## src/rtl/slbt_pkg.sv

```systemverilog
// ----------------------------------------------------------------------------
// slbt_pkg
// Types and constants shared by the sequence length batch tracker modules.
// ----------------------------------------------------------------------------
package slbt_pkg;

  localparam int unsigned OP_W        = 3;
  localparam int unsigned SEQ_W       = 8;
  localparam int unsigned TOK_W       = 20;
  localparam int unsigned POS_W       = 16;
  localparam int unsigned CNT_W       = 17;
  localparam int unsigned LIVE_SEQ_W  = 9;
  localparam int unsigned LIVE_TOK_W  = 25;
  localparam int unsigned VOCAB_W     = 21;
  localparam int unsigned MAX_LEN_W   = 17;
  localparam int unsigned MAX_BATCH_W = 17;
  localparam int unsigned CFG_W       = 21;
  localparam int unsigned CFG_IDX_W   = 2;

  typedef enum logic [OP_W-1:0] {
    OP_TOKEN   = 3'd0,
    OP_START   = 3'd1,
    OP_COMMIT  = 3'd2,
    OP_DISCARD = 3'd3,
    OP_CLEAR   = 3'd4,
    OP_BAD     = 3'd7
  } op_e;

  typedef enum logic [2:0] {
    ST_OK    = 3'd0,
    ST_PHASE = 3'd1,
    ST_SIZE  = 3'd2,
    ST_RANGE = 3'd3,
    ST_POS   = 3'd4
  } status_e;

  typedef enum logic [1:0] {
    PH_READY     = 2'd0,
    PH_PREPARED  = 2'd1,
    PH_EXECUTING = 2'd2
  } phase_e;

  typedef enum logic [CFG_IDX_W-1:0] {
    CFG_VOCAB     = 2'd0,
    CFG_MAX_LEN   = 2'd1,
    CFG_MAX_BATCH = 2'd2
  } cfg_reg_e;

  typedef enum logic {
    BK_IDLE = 1'b0,
    BK_EXEC = 1'b1
  } back_state_e;

  typedef struct packed {
    logic [VOCAB_W-1:0]     vocab_size;
    logic [MAX_LEN_W-1:0]   max_model_length;
    logic [MAX_BATCH_W-1:0] max_batch_size;
  } cfg_t;

  typedef struct packed {
    op_e              op;
    logic [SEQ_W-1:0] sequence_index;
    logic [TOK_W-1:0] token_id;
    logic [POS_W-1:0] position;
    logic             wants_logits;
    logic             first_of_batch;
    logic             last_of_batch;
  } item_t;

  typedef struct packed {
    status_e               status;
    logic [CNT_W-1:0]      batch_tokens;
    logic [CNT_W-1:0]      logits_count;
    logic [CNT_W-1:0]      peak_context;
    phase_e                phase_now;
    logic [LIVE_SEQ_W-1:0] active_seqs;
    logic [LIVE_TOK_W-1:0] total_tokens;
  } result_t;

endpackage

```

## src/rtl/slbt_front.sv

```systemverilog
// ----------------------------------------------------------------------------
// slbt_front
// Accepts items, classifies the operation code and holds them in a
// two-entry queue for the execution side.
// ----------------------------------------------------------------------------
module slbt_front (
  input  logic                         clk_i,
  input  logic                         rst_ni,
  input  logic                         push_i,
  output logic                         full_o,
  input  logic [slbt_pkg::OP_W-1:0]    operation_i,
  input  logic [slbt_pkg::SEQ_W-1:0]   sequence_index_i,
  input  logic [slbt_pkg::TOK_W-1:0]   token_id_i,
  input  logic [slbt_pkg::POS_W-1:0]   position_i,
  input  logic                         wants_logits_i,
  input  logic                         first_of_batch_i,
  input  logic                         last_of_batch_i,
  output logic                         empty_o,
  input  logic                         pop_i,
  output slbt_pkg::item_t              item_o
);

  slbt_pkg::item_t entry_q [2];
  slbt_pkg::item_t in_item;
  logic            wr_ptr_q, wr_ptr_d;
  logic            rd_ptr_q, rd_ptr_d;
  logic [1:0]      count_q, count_d;
  logic            do_push, do_pop;

  always_comb begin
    in_item = '{
      op:             slbt_pkg::OP_BAD,
      sequence_index: sequence_index_i,
      token_id:       token_id_i,
      position:       position_i,
      wants_logits:   wants_logits_i,
      first_of_batch: first_of_batch_i,
      last_of_batch:  last_of_batch_i
    };
    case (operation_i)
      slbt_pkg::OP_TOKEN:   in_item.op = slbt_pkg::OP_TOKEN;
      slbt_pkg::OP_START:   in_item.op = slbt_pkg::OP_START;
      slbt_pkg::OP_COMMIT:  in_item.op = slbt_pkg::OP_COMMIT;
      slbt_pkg::OP_DISCARD: in_item.op = slbt_pkg::OP_DISCARD;
      slbt_pkg::OP_CLEAR:   in_item.op = slbt_pkg::OP_CLEAR;
      default:              in_item.op = slbt_pkg::OP_BAD;
    endcase
  end

  assign full_o   = (count_q == 2'd2);
  assign empty_o  = (count_q == 2'd0);
  assign do_push  = push_i && !full_o;
  assign do_pop   = pop_i && !empty_o;
  assign item_o   = entry_q[rd_ptr_q];
  assign wr_ptr_d = wr_ptr_q ^ do_push;
  assign rd_ptr_d = rd_ptr_q ^ do_pop;

  always_comb begin
    count_d = count_q;
    if (do_push && !do_pop) begin
      count_d = count_q + 2'd1;
    end else if (do_pop && !do_push) begin
      count_d = count_q - 2'd1;
    end
  end

  always_ff @(posedge clk_i or negedge rst_ni) begin
    if (!rst_ni) begin
      wr_ptr_q <= 1'b0;
      rd_ptr_q <= 1'b0;
      count_q  <= 2'd0;
    end else begin
      wr_ptr_q <= wr_ptr_d;
      rd_ptr_q <= rd_ptr_d;
      count_q  <= count_d;
    end
  end

  always_ff @(posedge clk_i) begin
    if (do_push) begin
      entry_q[wr_ptr_q] <= in_item;
    end
  end

endmodule

```

## src/rtl/slbt_back.sv

```systemverilog
// ----------------------------------------------------------------------------
// slbt_back
// Executes queued items against the length table and holds the result.
// ----------------------------------------------------------------------------
module slbt_back #(
  parameter int unsigned NUM_SEQUENCES = 64,
  parameter int unsigned LENGTH_BITS   = 17
) (
  input  logic              clk_i,
  input  logic              rst_ni,
  input  slbt_pkg::cfg_t    cfg_i,
  input  logic              q_empty_i,
  output logic              q_pop_o,
  input  slbt_pkg::item_t   item_i,
  output logic              empty_o,
  input  logic              pop_i,
  output slbt_pkg::result_t result_o
);

  localparam int unsigned IDX_W = (NUM_SEQUENCES > 1) ? $clog2(NUM_SEQUENCES) : 1;
  localparam int unsigned DEPTH = 2 ** IDX_W;
  localparam int unsigned LW    = slbt_pkg::LIVE_TOK_W;
  localparam int unsigned SW    = slbt_pkg::LIVE_SEQ_W;
  localparam int unsigned CW    = slbt_pkg::CNT_W;
  localparam logic [slbt_pkg::SEQ_W:0] SEQ_LIM = (slbt_pkg::SEQ_W + 1)'(NUM_SEQUENCES);

  // Each entry has two banks; sel says which one holds the committed length,
  // touch marks entries whose pending length lives in the other bank.
  logic [LENGTH_BITS-1:0] mem [2*DEPTH];

  slbt_pkg::back_state_e state_q, state_d;
  slbt_pkg::item_t       item_q;
  logic [LENGTH_BITS-1:0] rd_q;
  logic                   rd_ok_q;
  logic [DEPTH-1:0]       sel_q, sel_d, cval_q, cval_d, touch_q, touch_d;
  slbt_pkg::phase_e       phase_q, phase_d;
  logic                   gath_q, gath_d;
  logic [CW-1:0]          tcnt_q, tcnt_d, lcnt_q, lcnt_d, peak_q, peak_d;
  logic [SW-1:0]          cseq_q, cseq_d, pseq_q, pseq_d;
  logic [LW-1:0]          ctok_q, ctok_d, ptok_q, ptok_d;
  slbt_pkg::result_t      res_q, res_d;
  logic                   out_vld_q, out_vld_d;

  logic                   take;
  logic [IDX_W-1:0]       head_idx, idx;
  logic                   head_pend;
  logic                   rd_bank;
  logic [LENGTH_BITS-1:0] len, len_inc;
  logic                   in_rng;
  logic                   wr_en;
  logic [IDX_W:0]         wr_addr;

  assign head_idx  = item_i.sequence_index[IDX_W-1:0];
  assign head_pend = (item_i.op == slbt_pkg::OP_TOKEN) && !item_i.first_of_batch
                     && touch_q[head_idx];
  assign rd_bank   = sel_q[head_idx] ^ head_pend;
  assign take      = (state_q == slbt_pkg::BK_IDLE) && !q_empty_i && (!out_vld_q || pop_i);
  assign q_pop_o   = take;

  assign idx     = item_q.sequence_index[IDX_W-1:0];
  assign in_rng  = {1'b0, item_q.sequence_index} < SEQ_LIM;
  assign len     = rd_ok_q ? rd_q : '0;
  assign len_inc = len + 1'b1;
  assign wr_addr = {~sel_q[idx], idx};

  always_comb begin
    state_d   = state_q;
    sel_d     = sel_q;
    cval_d    = cval_q;
    touch_d   = touch_q;
    phase_d   = phase_q;
    gath_d    = gath_q;
    tcnt_d    = tcnt_q;
    lcnt_d    = lcnt_q;
    peak_d    = peak_q;
    cseq_d    = cseq_q;
    ctok_d    = ctok_q;
    pseq_d    = pseq_q;
    ptok_d    = ptok_q;
    out_vld_d = out_vld_q && !pop_i;
    res_d     = res_q;
    wr_en     = 1'b0;
    case (state_q)
      slbt_pkg::BK_IDLE: begin
        if (take) begin
          state_d = slbt_pkg::BK_EXEC;
        end
      end
      slbt_pkg::BK_EXEC: begin
        state_d      = slbt_pkg::BK_IDLE;
        res_d.status = slbt_pkg::ST_OK;
        case (item_q.op)
          slbt_pkg::OP_TOKEN: begin
            if (item_q.first_of_batch && phase_q != slbt_pkg::PH_READY) begin
              res_d.status = slbt_pkg::ST_PHASE;
            end else if (!item_q.first_of_batch && !gath_q) begin
              res_d.status = slbt_pkg::ST_PHASE;
            end else begin
              if (item_q.first_of_batch) begin
                // Opening a batch makes every pending length equal its committed one.
                touch_d = '0;
                tcnt_d  = '0;
                lcnt_d  = '0;
                peak_d  = '0;
                pseq_d  = cseq_q;
                ptok_d  = ctok_q;
                gath_d  = 1'b1;
              end
              if (tcnt_d >= cfg_i.max_batch_size) begin
                res_d.status = slbt_pkg::ST_SIZE;
              end else if (!in_rng
                           || {1'b0, item_q.token_id} >= cfg_i.vocab_size
                           || {1'b0, item_q.position} >= cfg_i.max_model_length) begin
                res_d.status = slbt_pkg::ST_RANGE;
              end else if (33'(item_q.position) != 33'(len)) begin
                res_d.status = slbt_pkg::ST_POS;
              end else if (&len) begin
                res_d.status = slbt_pkg::ST_RANGE;
              end
              if (res_d.status != slbt_pkg::ST_OK) begin
                gath_d = 1'b0;
                tcnt_d = '0;
                lcnt_d = '0;
                peak_d = '0;
              end else begin
                wr_en        = 1'b1;
                touch_d[idx] = 1'b1;
                tcnt_d       = tcnt_d + 1'b1;
                lcnt_d       = lcnt_d + CW'(item_q.wants_logits);
                if (33'(len_inc) > 33'(peak_d)) begin
                  peak_d = CW'(len_inc);
                end
                ptok_d = ptok_d + 1'b1;
                pseq_d = pseq_d + SW'(len == '0);
                if (item_q.last_of_batch) begin
                  gath_d  = 1'b0;
                  phase_d = slbt_pkg::PH_PREPARED;
                end
              end
            end
          end
          slbt_pkg::OP_START: begin
            if (gath_q || phase_q != slbt_pkg::PH_PREPARED) begin
              res_d.status = slbt_pkg::ST_PHASE;
            end else begin
              phase_d = slbt_pkg::PH_EXECUTING;
            end
          end
          slbt_pkg::OP_COMMIT: begin
            if (gath_q || phase_q != slbt_pkg::PH_EXECUTING) begin
              res_d.status = slbt_pkg::ST_PHASE;
            end else begin
              sel_d   = sel_q ^ touch_q;
              cval_d  = cval_q | touch_q;
              touch_d = '0;
              cseq_d  = pseq_q;
              ctok_d  = ptok_q;
              phase_d = slbt_pkg::PH_READY;
            end
          end
          slbt_pkg::OP_DISCARD: begin
            if (gath_q || phase_q != slbt_pkg::PH_PREPARED) begin
              res_d.status = slbt_pkg::ST_PHASE;
            end else begin
              phase_d = slbt_pkg::PH_READY;
            end
          end
          slbt_pkg::OP_CLEAR: begin
            if (gath_q || phase_q != slbt_pkg::PH_READY) begin
              res_d.status = slbt_pkg::ST_PHASE;
            end else if (!in_rng) begin
              res_d.status = slbt_pkg::ST_RANGE;
            end else begin
              cval_d[idx] = 1'b0;
              cseq_d      = cseq_q - SW'(len != '0);
              ctok_d      = ctok_q - LW'(len);
            end
          end
          default: begin
            res_d.status = slbt_pkg::ST_PHASE;
          end
        endcase
        res_d.batch_tokens = tcnt_d;
        res_d.logits_count = lcnt_d;
        res_d.peak_context = peak_d;
        res_d.phase_now    = phase_d;
        res_d.active_seqs  = cseq_d;
        res_d.total_tokens = ctok_d;
        out_vld_d          = 1'b1;
      end
      default: begin
        state_d = slbt_pkg::BK_IDLE;
      end
    endcase
  end

  always_ff @(posedge clk_i or negedge rst_ni) begin
    if (!rst_ni) begin
      state_q   <= slbt_pkg::BK_IDLE;
      sel_q     <= '0;
      cval_q    <= '0;
      touch_q   <= '0;
      phase_q   <= slbt_pkg::PH_READY;
      gath_q    <= 1'b0;
      tcnt_q    <= '0;
      lcnt_q    <= '0;
      peak_q    <= '0;
      cseq_q    <= '0;
      ctok_q    <= '0;
      pseq_q    <= '0;
      ptok_q    <= '0;
      out_vld_q <= 1'b0;
    end else begin
      state_q   <= state_d;
      sel_q     <= sel_d;
      cval_q    <= cval_d;
      touch_q   <= touch_d;
      phase_q   <= phase_d;
      gath_q    <= gath_d;
      tcnt_q    <= tcnt_d;
      lcnt_q    <= lcnt_d;
      peak_q    <= peak_d;
      cseq_q    <= cseq_d;
      ctok_q    <= ctok_d;
      pseq_q    <= pseq_d;
      ptok_q    <= ptok_d;
      out_vld_q <= out_vld_d;
    end
  end

  always_ff @(posedge clk_i) begin
    res_q <= res_d;
    if (take) begin
      item_q  <= item_i;
      rd_q    <= mem[{rd_bank, head_idx}];
      rd_ok_q <= head_pend || cval_q[head_idx];
    end
    if (wr_en) begin
      mem[wr_addr] <= len_inc;
    end
  end

  assign empty_o  = !out_vld_q;
  assign result_o = res_q;

endmodule

```

## src/rtl/sequence_length_batch_tracker.sv

```systemverilog
// ----------------------------------------------------------------------------
// sequence_length_batch_tracker
// Tracks committed and pending sequence lengths across batch preparation.
// ----------------------------------------------------------------------------
// Each item passes through the execution stage in order: a read of the length
// table through its single port, then a check, update and registering of the
// result. A new item is taken only after the previous one has finished and
// while the result register is empty or being read. A two-entry queue sits
// in front of the execution stage and one result register behind it. Commit
// and batch opening act on all sequences at once through per-sequence flags,
// and no clearing pass is run after reset.
module sequence_length_batch_tracker #(
  parameter int unsigned NUM_SEQUENCES = 64,
  parameter int unsigned LENGTH_BITS   = 17
) (
  input  logic                              clk_i,
  input  logic                              rst_ni,
  input  logic                              push,
  output logic                              full,
  input  logic [slbt_pkg::OP_W-1:0]         operation_i,
  input  logic [slbt_pkg::SEQ_W-1:0]        sequence_index_i,
  input  logic [slbt_pkg::TOK_W-1:0]        token_id_i,
  input  logic [slbt_pkg::POS_W-1:0]        position_i,
  input  logic                              wants_logits_i,
  input  logic                              first_of_batch_i,
  input  logic                              last_of_batch_i,
  output logic                              empty,
  input  logic                              pop,
  output logic [2:0]                        status_o,
  output logic [slbt_pkg::CNT_W-1:0]        batch_tokens_o,
  output logic [slbt_pkg::CNT_W-1:0]        logits_count_o,
  output logic [slbt_pkg::CNT_W-1:0]        peak_context_o,
  output logic [1:0]                        phase_now_o,
  output logic [slbt_pkg::LIVE_SEQ_W-1:0]   active_seqs_o,
  output logic [slbt_pkg::LIVE_TOK_W-1:0]   total_tokens_o,
  input  logic                              cfg_we_i,
  input  logic [slbt_pkg::CFG_IDX_W-1:0]    cfg_idx_i,
  input  logic [slbt_pkg::CFG_W-1:0]        cfg_data_i
);

  slbt_pkg::cfg_t    cfg_q, cfg_d;
  slbt_pkg::item_t   head;
  slbt_pkg::result_t res;
  logic              q_empty, q_pop;

  always_comb begin
    cfg_d = cfg_q;
    if (cfg_we_i) begin
      case (slbt_pkg::cfg_reg_e'(cfg_idx_i))
        slbt_pkg::CFG_VOCAB:     cfg_d.vocab_size       = cfg_data_i;
        slbt_pkg::CFG_MAX_LEN:   cfg_d.max_model_length = cfg_data_i[slbt_pkg::MAX_LEN_W-1:0];
        slbt_pkg::CFG_MAX_BATCH: cfg_d.max_batch_size   = cfg_data_i[slbt_pkg::MAX_BATCH_W-1:0];
        default:                 cfg_d = cfg_q;
      endcase
    end
  end

  always_ff @(posedge clk_i or negedge rst_ni) begin
    if (!rst_ni) begin
      cfg_q <= '{vocab_size:       21'd32768,
                 max_model_length: 17'd4096,
                 max_batch_size:   17'd512};
    end else begin
      cfg_q <= cfg_d;
    end
  end

  slbt_front u_front (
    .clk_i            (clk_i),
    .rst_ni           (rst_ni),
    .push_i           (push),
    .full_o           (full),
    .operation_i      (operation_i),
    .sequence_index_i (sequence_index_i),
    .token_id_i       (token_id_i),
    .position_i       (position_i),
    .wants_logits_i   (wants_logits_i),
    .first_of_batch_i (first_of_batch_i),
    .last_of_batch_i  (last_of_batch_i),
    .empty_o          (q_empty),
    .pop_i            (q_pop),
    .item_o           (head)
  );

  slbt_back #(
    .NUM_SEQUENCES (NUM_SEQUENCES),
    .LENGTH_BITS   (LENGTH_BITS)
  ) u_back (
    .clk_i     (clk_i),
    .rst_ni    (rst_ni),
    .cfg_i     (cfg_q),
    .q_empty_i (q_empty),
    .q_pop_o   (q_pop),
    .item_i    (head),
    .empty_o   (empty),
    .pop_i     (pop),
    .result_o  (res)
  );

  assign status_o       = res.status;
  assign batch_tokens_o = res.batch_tokens;
  assign logits_count_o = res.logits_count;
  assign peak_context_o = res.peak_context;
  assign phase_now_o    = res.phase_now;
  assign active_seqs_o  = res.active_seqs;
  assign total_tokens_o = res.total_tokens;

`ifndef SYNTHESIS
  a_phase_legal : assert property (@(posedge clk_i) disable iff (!rst_ni)
    !empty |-> phase_now_o <= slbt_pkg::PH_EXECUTING)
    else $error("result carries an undefined phase");

  // Only a token can answer too large or not contiguous, and it drops the batch.
  a_error_drops_batch : assert property (@(posedge clk_i) disable iff (!rst_ni)
    (!empty && (status_o == slbt_pkg::ST_SIZE || status_o == slbt_pkg::ST_POS))
    |-> (batch_tokens_o == '0 && logits_count_o == '0 && peak_context_o == '0))
    else $error("token error left batch counters standing");

  a_live_bound : assert property (@(posedge clk_i) disable iff (!rst_ni)
    !empty |-> {1'b0, active_seqs_o} <= (slbt_pkg::LIVE_SEQ_W + 1)'(NUM_SEQUENCES))
    else $error("live sequence count exceeds table size");
`endif

endmodule
```

## config.mk

```make
export PLATFORM = sky130hd
export DESIGN_NAME = sequence_length_batch_tracker
export DESIGN_NICKNAME = d
export VERILOG_FILES = /design/src/rtl/slbt_pkg.sv /design/src/rtl/slbt_front.sv /design/src/rtl/slbt_back.sv /design/src/rtl/sequence_length_batch_tracker.sv
export SDC_FILE = /design/constraint.sdc
export NUM_CORES = 2
export LEC_CHECK = 0
export ABC_CLOCK_PERIOD_IN_PS = 17700
export BUFFER_PORTS_ARGS = -buffer_cell sky130_fd_sc_hd__buf_4
export CORE_MARGIN = 2
export CORE_UTILIZATION = 62
export CTS_CLUSTER_DIAMETER = 80
export CTS_CLUSTER_SIZE = 20
export DETAILED_ROUTE_END_ITERATION = 16
export PLACE_DENSITY = 0.79
export SLEW_MARGIN = 40
export SYNTH_ARGS = -nofsm -noshare
export SYNTH_HDL_FRONTEND = slang
export SYNTH_HIERARCHICAL = 1
export SYNTH_SLANG_ARGS = --single-unit
```

## constraint.sdc

```tcl
create_clock -name clk_i -period 17.7 [get_ports clk_i]
set_clock_uncertainty 0.15 [all_clocks]
set_input_delay 3.54 -clock clk_i [delete_from_list [all_inputs] [get_ports clk_i]]
set_output_delay 3.54 -clock clk_i [all_outputs]
set_load 0.03 [all_outputs]
```

## Word-level counts from Yosys, hierarchy flattened

Memories as Yosys holds them, arrays and structs flattened. A register that Yosys moved wholly into a read port is not among the register bits.
Index checks and enable logic that the tools add are counted.

| storage, ports and cells | value |
|---|---|
| memory bits (read-only) | 0 |
| memories kept | 2 |
| register bits | 516 |
| bits in latches | 0 |
| input port bits | 78 |
| memory bits (writable) | 2276 |

Memories:

| memory | words | bits a word | rd ports | clocked after memory_dff | wr ports | RTL line | text |
|---|---|---|---|---|---|---|---|
| u_back.mem | 128 | 17 | 1 | 1 | 1 | slbt_back.sv:29 | `logic [LENGTH_BITS-1:0] mem [2*DEPTH];` |
| u_front.entry_q | 2 | 50 | 1 | 0 | 1 | slbt_front.sv:23 | `slbt_pkg::item_t entry_q [2];` |

| cells by class | value |
|---|---|
| $mul | 0 |
| divide/modulo/power cells | 0 |
| order comparisons | 8 |
| bitwise gates (word level) | 13 |
| eq/ne operators | 19 |
| mux-type cells | 114 |
| add/sub/neg operators | 9 |
| reduce and logical (&&, ||, !) cells | 52 |
| shifts and indexed selects | 0 |

Operators by type and width:

| operator | count |
|---|---|
| $mux W64 | 12 |
| $mux W17 | 29 |
| $pmux W64 S2 | 2 |
| $mux W25 | 9 |
| $or A64 B64 Y64 | 2 |
| $mux W9 | 9 |
| $and A64 B64 Y64 | 1 |
| $not A64 Y64 | 1 |
| $xor A64 B64 Y64 | 1 |
| $pmux W25 S2 | 1 |
| $add A17 B1 Y17 const B | 2 |
| $mux W3 | 10 |
| $add A25 B1 Y25 const B | 1 |
| $sub A25 B17 Y25 | 1 |
| $bmux W1 S6 | 4 |
| $mux W2 | 11 |
| $ge A20 B21 Y1 | 1 |
| $mux W1 | 21 |
| $pmux W9 S2 | 1 |
| $add A17 B1 Y17 | 1 |
| $ge A16 B17 Y1 | 1 |
| $ge A17 B17 Y1 | 1 |
| $gt A17 B17 Y1 | 1 |
| $logic_not A17 Y1 | 1 |
| 36 further kinds | 91 |

## Longest topological paths before layout

| logic depth | value |
|---|---|
| depth in word-level cells | 20 |
| depth in mapped cells | 23 |
| gate-level depth less buffers | 18 |

## Modules after synthesis

The synthesis kept the hierarchy.

By module, submodules not included:

| module | seq. area each (um^2) | times used | area an instance (um^2) | cells each |
|---|---|---|---|---|
| slbt_back | 77994.8 | 1 | 110385.9 | 6006 |
| slbt_front | 3103.0 | 1 | 4085.2 | 177 |
| sequence_length_batch_tracker | 1380.1 | 1 | 2103.3 | 117 |

## Worst setup path after synthesis

No wires, ideal clock.

| path | value |
|---|---|
| path type | register to register |
| start point | reg u_back.rd_ok_q |
| end point | reg u_back.res_q (netlist bit u_back/result_o[40]) (data pin) |
| setup slack | 5.167 ns |
| required time | 17.270 ns |
| data arrival time | 12.103 ns |
| cell stages (with the launch flop) | 22 |
| setup time | 0.280 ns |
| cells stage by stage | edfxtp_1 -> clkbuf_1 -> nand2_1 -> inv_1 -> ha_1 -> nand2_1 -> nor3_1 -> and4_1 -> and4_1 -> nand4_1 -> or3_1 -> a21boi_0 -> ha_1 -> nand4_1 -> nor2_1 -> o21ai_0 -> a21oi_1 -> a2111oi_0 -> nand2b_1 -> clkbuf_1 -> clkbuf_1 -> o311ai_0 |

RTL lines:

| item | RTL line | text |
|---|---|---|
| from (decl) | slbt_back.sv:34 | `logic rd_ok_q;` |
| from (signal assigned) | slbt_back.sv:236 | `rd_ok_q <= head_pend \|\| cval_q[head_idx];` |
| $mux W17 | slbt_back.sv:62 | `assign len = rd_ok_q ? rd_q : '0;` |
| $add A17 B1 Y17 | slbt_back.sv:63 | `assign len_inc = len + 1'b1;` |
| named net u_back.len_inc[0] | slbt_back.sv:48 | `logic [LENGTH_BITS-1:0] len, len_inc;` |
| $gt A17 B17 Y1 | slbt_back.sv:130 | `if (33'(len_inc) > 33'(peak_d)) begin` |
| $mux W17 | slbt_back.sv:130 |  |
| $mux W17 | slbt_back.sv:120 | `if (res_d.status != slbt_pkg::ST_OK) begin` |
| $mux W17 | slbt_back.sv:96 | `end else if (!item_q.first_of_batch && !gath_q) begin` |
| $mux W17 | slbt_back.sv:94 | `if (item_q.first_of_batch && phase_q != slbt_pkg::PH_READY) begin` |
| $mux W17 | slbt_back.sv:92 | `case (item_q.op)` |
| to (signal assigned) | slbt_back.sv:232 | `res_q <= res_d;` |
| to (decl) | slbt_back.sv:41 | `slbt_pkg::result_t res_q, res_d;` |

The timed path passes the listed nets, and every way through them passes these cells. The select of a mux whose other input is x is not followed.
A chain may end at the register's enable or synchronous reset.

## Worst setup path in the final report

| path | value |
|---|---|
| start point | reg u_back.rd_ok_q |
| end point | reg u_back.res_q (netlist bit u_back/result_o[46]) (data pin) |

Same word-level chain as after synthesis.

==> results.json <==
{
  "antenna_found_initial": 15,
  "cts_htree_levels": 4,
  "cp.arrival_ps": 6890,
  "yosysSeqAreaShare": 0.7075,
  "place_area_sq_um": 121600,
  "post-route-period-util": 0.3662,
  "post-cts-setup-buffers": 0,
  "final_core_util": 0.6756,
  "p_switching_mw": 6.458,
  "clkPwrFrac": 0.201,
  "leakage_nw": 42.24,
  "io_pins": 170,
  "num_rows": 159,
  "path_cells": "buf_4 > nand2_4 > inv_1 > ha_4 > nand2_1 > nor3_1 > and4_1 > and4_1 > nand4_1 > xnor2_1 > inv_4 > ha_1 > nand4_1 > nor2_1 > o21ai_0 > a21oi_1 > a2111oi_2 > nand2b_2 > o311ai_0",
  "cts.path.max_buffers": 3,
  "syn-cell-area_sq_um": 116600,
  "nFillCells": 11440,
  "clock-sinks": 2809,
  "relSlewSlack": 0.4073,
  "grtUsageTotal": 0.3202,
  "layout_common_cells": "edfxtp_1 (2434), mux4_2 (756), nand2_1 (419)",
  "drive_above_1_share": 0.2510,
  "fmax_mhz": 154.3,
  "grt-ovfl-total": 0,
  "fp.dieH_microns": 437.6,
  "syn_area_per_cell_sq_um": 18.50,
  "path_class": "register to register",
  "cp_max_fo": 66,
  "clock_latency_ps": 870,
  "cp-end-kind": "register",
  "final_common_cell": "edfxtp_1",
  "grt_pass1_vias": 63640,
  "synth_fp_nets": 6479,
  "ctsResizeCount": 0,
  "yosysUniqueCellTypes": 84,
  "setup_viol": 0,
  "portBuffers": 169,
  "fp.dieW_microns": 437.6,
  "antenna_left": 0,
  "globalplace.congestion": 0.8947,
  "clock-root-buffer": "clkbuf_16",
  "cp.required_ps": 18110,
  "grt_max_degree": 128,
  "synth_edf_count": 2434,
  "vdd_ir_drop_max_mv": 0.1401,
  "synth_area_leader_cell": "edfxtp_1",
  "vias": 64200,
  "cp_slowest_cell": "o311ai_0",
  "synthCells": 6300,
  "dp.final_hpwl_mm": 179.4,
  "hold_class": "register to register",
  "sw_frac_of_total": 0.3390,
  "async_flop_share": 0.1335,
  "fin_area_sq_um": 126500,
  "worstMarginPinSlew_ps": 882.3,
  "grt_pass1_wl_mm": 442.1,
  "wire_per_inst_microns": 33.41,
  "seqPwrFrac": 0.456,
  "cts_tree": "yes",
  "finalCriticalPeriod_ps": 6483,
  "clk_pin_slew_ps": 80,
  "synth_top_area_frac": 0.6270,
  "start_kind": "register",
  "drv_slew": 0,
  "drt_pass1_iterations": 11,
  "combPwrFrac": 0.343,
  "outcome": "finished, final reports clean",
  "setup_tns_ps": 0,
  "numCtsBuffers": 161,
  "fin_nets": 6693,
  "wl_mm": 303.6,
  "netlist_top_cells_area": "edfxtp_1 (63%), mux4_2 (15%), dfrtp_1 (8.0%)",
  "vias_per_cell": 7.066,
  "drc": 0,
  "start_util": 0.6227,
  "cpPeakStageDelay_ps": 760,
  "syn2layout_area_growth_pct": 8.488,
  "rsz0062_at_grt": "no",
  "drt-initial-drc-count": 9738,
  "p_per_area_nw_per_um2": 150.6,
  "synth_seq_cells": 2809,
  "ctsHoldBuffers": 0,
  "dieArea_sq_um": 191500,
  "intPower_mw": 12.59,
  "hold_viol_final": 0,
  "cap_violations": 0,
  "synth_warnings": 6,
  "synth_ff_type": "edfxtp_1",
  "core_area_sq_um": 187200
}
-- cell type report --
class,instances,area (sq um),share of cell area
Inverter,104,422.9,0.003344
Antenna cell,6,15.01,0.0001187
Tap cell,2495,3122,0.02468
Sequential cell,2809,82490,0.6522
Timing Repair Buffer,408,3376,0.02669
Clock buffer,217,4355,0.03444
Clock inverter,17,254.0,0.002008
Multi-Input combinational cell,3030,32440,0.2565
-- worst paths after layout --
kind | startpoint | endpoint | slack (ps) | depth (start not counted)
worst min register to register | u_back/sel_q[38] | u_back/sel_q[38] | 340 | 1
worst max register to register | u_back/rd_ok_q | u_back/result_o[46] | 11220 | 19
min in group asynchronous | rst_ni | u_back/ptok_q[20] | 2400 | 1
worst max-delay path | u_back/rd_ok_q | u_back/result_o[46] | 11220 | 19
max in group asynchronous | rst_ni | u_front/rd_ptr_q | 13290 | 3
worst min-delay path | u_back/sel_q[38] | u_back/sel_q[38] | 340 | 1
-- routing by layer --
metal | up-vias | global-route usage | share of wire
met1 | 33180 | 0.4324 | 0.35
li1 | 25740 | - | -
met4 | 10 | 0.1488 | 0.056
met2 | 4500 | 0.5145 | 0.49
met3 | 772 | 0.05890 | 0.11
met5 | - | 0 | 0.00019
-- sequential cells by signal, indices dropped and copies added, names as in the netlist, 25 cells and up --
register         flops
u_back/item_q       44
u_back/mem        2176
u_back/sel_q        64
cfg_q               55
u_back/touch_q      64
u_back/ctok_q       25
u_front/entry_q    100
u_back/cval_q       64
u_back/result_o     90
u_back/ptok_q       25
-- synth_stat cells, drive strengths merged (8+ instances only) --
master	count
clkbuf	261
a22oi	27
o32ai	8
nand4	31
a21oi	195
and3	27
nand3	81
nand4b	11
a22o	38
nor4	30
o211ai	40
mux2i	38
buf	96
nor3b	16
nor2	243
mux4	760
inv	104
a31oi	18
or4	12
o21a	13
o311ai	30
o21ai	202
nor3	63
a211oi	11
mux2	193
ha	100
or3	14
nor2b	64
xnor2	97
xor2	26
a221oi	9
nand2b	13
and2	20
dfrtp	372
nand2	422
a221o	19
edfxtp	2434
a21o	38
or2	11
-- per-stage QoR --
step	worst slack (ps)	power, mW	hold WS, ps	instances
after floorplan	5167	12.95	305.7	6300
after global placement	10630	14.98	321.9	8833
after detailed placement	11170	15.19	330.2	8841
after CTS	11150	18.98	345.9	9075
after global routing	10870	19.59	358.2	9080
final	11220	19.05	343.1	9086
-- power by group through the flow --
stage / Sequential [mW] / Clock [mW] / Combinational [mW]
6_report: 8.69 / 3.83 / 6.53
5_1_grt: 8.71 / 4.06 / 6.81
4_1_cts: 8.68 / 3.86 / 6.44
3_5_place_dp: 8.83 / 0 / 6.36
3_3_place_gp: 8.82 / 0 / 6.16
2_1_floorplan: 8.90 / 0 / 4.06
-- logic make-up after synthesis --
| family | share of synthesized area |
|---|---|
| AOI/OAI and AO/OA | 0.04045 |
| xor gates and xnor gates | 0.009306 |
| adders and majority gates | 0.01090 |
| buffers and inverters | 0.01704 |
| DFF | 0.7075 |
| muxes | 0.1710 |
| and+or+nand+nor | 0.04376 |
-- worst max-delay path, delay by kind of cell, from the launching register on --
family | cells | cell delay, ps
and+or+nand+nor | 9 | 2360
AOI/OAI and AO/OA | 4 | 1150
buffers and inverters | 3 | 1130
adders and majority gates | 2 | 620
xor gates and xnor gates | 1 | 450
DFF | 1 | 320
Note: power is estimated with default switching activity, not from simulation.
